[src/hw/rtl/klim_pkg.sv]
package klim_pkg;

  localparam int ENTRIES_DEF = 16;

  localparam logic [31:0] ONE_TOKEN       = 32'h0001_0000;
  localparam logic [31:0] NO_REFILL_RETRY = 32'd3600;
  localparam int          NEED_W          = 17;

  localparam logic [15:0] CAPACITY_RST = 16'd10;
  localparam logic [31:0] REFILL_RST   = 32'd66;
  localparam logic [29:0] TPS_RST      = 30'd1000;
  localparam logic [31:0] PRUNE_RST    = 32'd300000;

  typedef enum logic [1:0] {
    CFG_CAPACITY = 2'd0,
    CFG_REFILL   = 2'd1,
    CFG_TPS      = 2'd2,
    CFG_PRUNE    = 2'd3
  } cfg_idx_t;

  typedef enum logic [3:0] {
    S_IDLE,
    S_RD,
    S_CHK,
    S_MUL,
    S_PSEC,
    S_SUM,
    S_POST,
    S_DIV,
    S_SWCHK,
    S_SW_RD,
    S_SW_MUL,
    S_SW_CHK,
    S_OUT
  } state_t;

  typedef struct packed {
    logic [31:0] key;
    logic [31:0] tokens;
    logic [31:0] last;
  } entry_t;

  typedef struct packed {
    logic take_in;
    logic rd;
    logic chk;
    logic mul;
    logic psec;
    logic sum;
    logic div_start;
    logic sw_start;
    logic sw_mul;
    logic sw_chk;
    logic load_out;
  } cmd_t;

  typedef struct packed {
    logic idx_last;
    logic need_div;
    logic sweep_due;
    logic div_done;
    logic out_free;
  } sts_t;

endpackage

[src/hw/rtl/klim_ctrl.sv]
module klim_ctrl (
  input  logic             clk,
  input  logic             rst,
  input  logic             in_valid,
  output logic             in_ready,
  input  klim_pkg::sts_t   sts,
  output klim_pkg::cmd_t   cmd
);

  klim_pkg::state_t state, state_next;

  always_ff @(posedge clk) begin
    if (rst) begin
      state <= klim_pkg::S_IDLE;
    end else begin
      state <= state_next;
    end
  end

  always_comb begin
    state_next = state;
    cmd        = '0;
    in_ready   = 1'b0;
    case (state)
      klim_pkg::S_IDLE: begin
        in_ready = 1'b1;
        if (in_valid) begin
          cmd.take_in = 1'b1;
          state_next  = klim_pkg::S_RD;
        end
      end
      klim_pkg::S_RD: begin
        cmd.rd     = 1'b1;
        state_next = klim_pkg::S_CHK;
      end
      klim_pkg::S_CHK: begin
        cmd.chk    = 1'b1;
        state_next = sts.idx_last ? klim_pkg::S_MUL : klim_pkg::S_RD;
      end
      klim_pkg::S_MUL: begin
        cmd.mul    = 1'b1;
        state_next = klim_pkg::S_PSEC;
      end
      klim_pkg::S_PSEC: begin
        cmd.psec   = 1'b1;
        state_next = klim_pkg::S_SUM;
      end
      klim_pkg::S_SUM: begin
        cmd.sum    = 1'b1;
        state_next = klim_pkg::S_POST;
      end
      klim_pkg::S_POST: begin
        if (sts.need_div) begin
          cmd.div_start = 1'b1;
          state_next    = klim_pkg::S_DIV;
        end else begin
          state_next = klim_pkg::S_SWCHK;
        end
      end
      klim_pkg::S_DIV: begin
        if (sts.div_done) begin
          state_next = klim_pkg::S_SWCHK;
        end
      end
      klim_pkg::S_SWCHK: begin
        if (sts.sweep_due) begin
          cmd.sw_start = 1'b1;
          state_next   = klim_pkg::S_SW_RD;
        end else begin
          state_next = klim_pkg::S_OUT;
        end
      end
      klim_pkg::S_SW_RD: begin
        cmd.rd     = 1'b1;
        state_next = klim_pkg::S_SW_MUL;
      end
      klim_pkg::S_SW_MUL: begin
        cmd.sw_mul = 1'b1;
        state_next = klim_pkg::S_SW_CHK;
      end
      klim_pkg::S_SW_CHK: begin
        cmd.sw_chk = 1'b1;
        state_next = sts.idx_last ? klim_pkg::S_OUT : klim_pkg::S_SW_RD;
      end
      klim_pkg::S_OUT: begin
        if (sts.out_free) begin
          cmd.load_out = 1'b1;
          state_next   = klim_pkg::S_IDLE;
        end
      end
      default: begin
        state_next = klim_pkg::S_IDLE;
      end
    endcase
  end

endmodule

[config.mk]
export PLATFORM = sky130hd
export DESIGN_NAME = klim_ctrl
export DESIGN_NICKNAME = d
export VERILOG_FILES = /design/src/hw/rtl/klim_pkg.sv /design/src/hw/rtl/klim_ctrl.sv
export SDC_FILE = /design/constraint.sdc
export NUM_CORES = 1
export LEC_CHECK = 0
export ABC_AREA = 1
export BUFFER_PORTS_ARGS = -buffer_cell sky130_fd_sc_hd__buf_2
export CORE_AREA = 2 2 39 41
export DETAILED_ROUTE_END_ITERATION = 8
export DIE_AREA = 0 0 41 43
export PLACE_DENSITY_LB_ADDON = 0.1
export SYNTH_ARGS = -nofsm -noshare
export SYNTH_HDL_FRONTEND = slang
export SYNTH_SLANG_ARGS = --single-unit
[constraint.sdc]
create_clock -name clk -period 1.5 [get_ports clk]
set_input_delay 0.3 -clock clk [delete_from_list [all_inputs] [get_ports clk]]
set_output_delay 0.3 -clock clk [all_outputs]
set_load 0.05 [all_outputs]
=== Word-level counts from Yosys, hierarchy flattened ===
Index checks and enable logic that the tools add are counted.

* Register bits after elaboration: 4
* Bits of input ports: 8

* Equal/unequal tests: 15
* Muxes and demuxes: 24
* Reduce and logical (&&, ||, !) cells: 3

{| class="wikitable"
|+ Operators with widths
! kind !! count
|-
| case mux 4 bit (13 select lines) || 1
|-
| == test 4 bit, second input constant || 5
|-
| == test 4 x 3 -> 1 bit, second input constant || 4
|-
| two-way mux 1 bit || 16
|-
| two-way mux 4 bit || 4
|-
| == test 4 x 2 -> 1 bit, second input constant || 2
|-
| two-way mux 3 bit || 2
|-
| inequality test 2 bit, second input constant || 3
|-
| == test 4 x 1 -> 1 bit, second input constant || 1
|-
| zero test 4 bit || 1
|-
| AND reduction 3 bit || 1
|-
| two-way mux 2 bit || 1
|-
| OR reduction 2 bit || 1
|}

=== Logic depth before layout (Yosys ltp) ===
* Word-level depth: 3
* Depth in mapped cells: 10
* Gate-level depth less buffers: 9

=== Worst setup path after synthesis ===
Ideal clock, no wire load.

* Path kind: reg-to-output
* Start: reg state[1]
* End: out cmd[10] in the netlist's numbering
* Arrival: 1717 ps
* Data required time: 1200 ps
* Path slack: -517 ps
* Stages on the path, launching flop included: 4
* Path buffers: 0
* Cell sequence: dfxtp_1 nor2_2 nand2_2 nor3_1

{| class="wikitable"
|+ RTL lines
! what !! line !! RTL
|-
| from (decl) || klim_ctrl.sv:10 || <nowiki>klim_pkg::state_t state, state_next;</nowiki>
|-
| from (signal assigned) || klim_ctrl.sv:14 || <nowiki>state <= klim_pkg::S_IDLE;</nowiki>
|-
| from (signal assigned) || klim_ctrl.sv:16 || <nowiki>state <= state_next;</nowiki>
|-
| to (decl) || klim_ctrl.sv:7 || <nowiki>output klim_pkg::cmd_t cmd</nowiki>
|}

==> key figures <==
STA
  – Peak Freq: 670 MHz
  – RSZ-0062 raised after global routing: true
  – Setup Viol. Count Final: 0
  – Slew Viols, Final: 0
  – Clock skew: 1.68 ps
  – Minimum clock period: 1490 ps
  – Fin crit share: 99.5%
  – Final hold viol count: 0
  – Setup ws final: 7.45 ps
  – Worst slew margin: 87.0%
  – Worst Tran Pin Value: 195 ps
  – WHS: 255 ps

Setup path
  – Crit path kind: flip-flop to primary output
  – Crit path launch type: flip-flop
  – Flop2flop setup slack: 290 ps
  – Worst path top cell family by delay: flip-flops
  – CP required: 1200 ps
  – CP max stage delay: 350 ps
  – CP endpoint kind: primary output
  – Worst path slowest cell: dfxtp_4
  – Maximum fanout along the worst path: 5
  – CP cell instances: nor2_4, buf_6, nand3_4, inv_2, buf_8
  – Buf/Inv on CP: 3
  – Critical path arrival: 1190 ps

Synth
  – Yosys reg bits: 4
  – Syn. warnings: 0
  – Mean area per synthesized cell: 5.86 um^2
  – Synth area leader: dfxtp_1
  – Syn Inst Count: 82
  – List of most frequent post-synthesis cells: nand2_1, inv_1, nor2_1
  – Number of enable flip-flop cells after synthesis: 0
  – Post-synth top area share: 16.7%
  – Netlist Area Pre-Place: 480 um^2
  – Synth unique cells: 21
  – Sequential-to-total area share from yosys stat: 16.7%
  – Most common cell in the netlist: nand2_1
  – FFs w/ async S/R, synth: 0%
  – Top cells by area, synth: dfxtp_1, nand2_1, inv_1
  – Syn_nets: 90
  – Prevailing post-synth register cell: dfxtp_1

Pwr
  – PD cells: 913 nW/um^2
  – Lkg Pwr: 0.458 nW
  – Peak VDD IR: 0.441 mV

Drt
  – Met3 WL: 51 um
  – DRT met1 WL: 539 um
  – Drt total wl: 1.32 mm
  – Top sig layer: met3
  – Vias per cell: 4.51
  – 1st-iter DRT viols: 4
  – Post-route ant nets: 0
  – WL per Instance: 10.4 um
  – DRC Markers: 0
  – Metal2 WL: 725 um
  – First-pass DRT Iterations: 2
  – Vias: 573

Layout
  – Ant diodes: 0
  – Largest regs: state: 4 flops
  – Nets: 121
  – Sequential Area: 92.6 um^2
  – # fillers: 137
  – Design area: 833 um^2
  – Layout cell share with drive strength beyond 1: 56.8%
  – Top reg by flops: state
  – Area grow syn2layout: 73.4%
  – Number of flip-flops in the largest register: 4
  – Multi-input logic area: 370 um^2
  – Post-Layout Cell Count: 127

Flow run
  – Max Cap Violations: 0

Die
  – Boundary Pins: 20
  – Core area: 1380 um^2
  – Die Y: 43 um
  – Die area: 1760 um^2
  – Starting density of the core: 34.7%
  – Die width: 41 um
  – Row cnt: 14

Placement
  – Post-DP Area: 647 um^2
  – IO buf count: 19
  – Final RePlAce weighted congestion: 0.790
  – Hpwl dp: 1.04 mm
  – Placed Cells: 122
  – Worst slack, placed: 54.6 ps

Global route
  – Grt ovf: 0
  – GR Util All Layers: 17.9%
  – First-pass GRT wire length: 2.13 mm
  – Number of global-route vias before repair: 522
  – Largest net degree at the start of global routing: 8
  – Initial antenna violation count: 0

CTS
  – Clk slew on worst S/H paths: 30 ps
  – Clk_lat worst skew: 230 ps
  – CTS Buf Count: 3
  – CTS Sinks: 4
  – CTS max path bufs: 2
  – CTS tree: done
  – Root Driver: clkbuf_4
  – Post-CTS Hold Buffers: 0
  – CTS H-tree lvls: 1

Status
  – Status: complete, no violations

Min path
  – Worst Hold Class: input port to flip-flop
## path summary, 6_finish.rpt
kind,from,endpoint,cells past startpoint
hold reg to reg,state[3],state[0],3
setup reg to reg,state[0],state[0],9
hold / removal,rst,state[0],2
setup / recovery,state[0],cmd[3],5
## layout by cell type, fill, tap and decap left out, drive strengths merged
master and instances:
inv 21, o22ai 1, clkbuf 4, o21ai 3, nor2 16, nand2 21
buf 27, o211ai 1, nor3 2, a21oi 3, nand3b 2, nand3 6
dfxtp 4
## repair_timing
action	in CTS	in global routing
endpoints found under the setup margin	12	11
buffers inserted	1	1
pin swaps	2	3
gates resized for setup	26	22
endpoints found under the hold margin	0	0
## logic make-up after synthesis
group                  count (synthesis)  synth area share, %
buffers and inverters                 23                 20.8
AND/OR/NAND/NOR                       47                 52.6
flip-flops                             4                 16.7
AO/OA/AOI/OAI                          8                 9.90
## per-layer routing
| layer | track usage, % | vias up |
|---|---|---|
| met4 | 4.00 | 0 |
| met3 | 4.71 | 0 |
| li1 | - | 304 |
| met1 | 20.6 | 255 |
| met2 | 30.9 | 14 |
| met5 | 0 | - |
## area by class of cell
type / count / area share (%)
multi-input cells: 55 / 44.4
repair buffers: 28 / 29.0
flip-flops and latches: 4 / 11.1
inverters: 21 / 10.4
clock buffers: 3 / 2.70
well taps: 16 / 2.40
## stage by stage
stage / power, mW / util, % / TNS [ps]
finish: 0.761 / 60.2 / 0
global route: 0.806 / 60.2 / -113
CTS: 0.696 / 54.0 / 0
detailed placement: 0.505 / 46.7 / 0
global placement: 0.503 / 46.7 / 0
floorplan: 0.405 / - / -104
## power by group
part           switching (mW)  internal [mW]
sequential             0.0216          0.123
combinational           0.299          0.191
clock                  0.0367         0.0889
total                   0.358          0.403
Note: power is estimated with default switching activity, not from simulation.
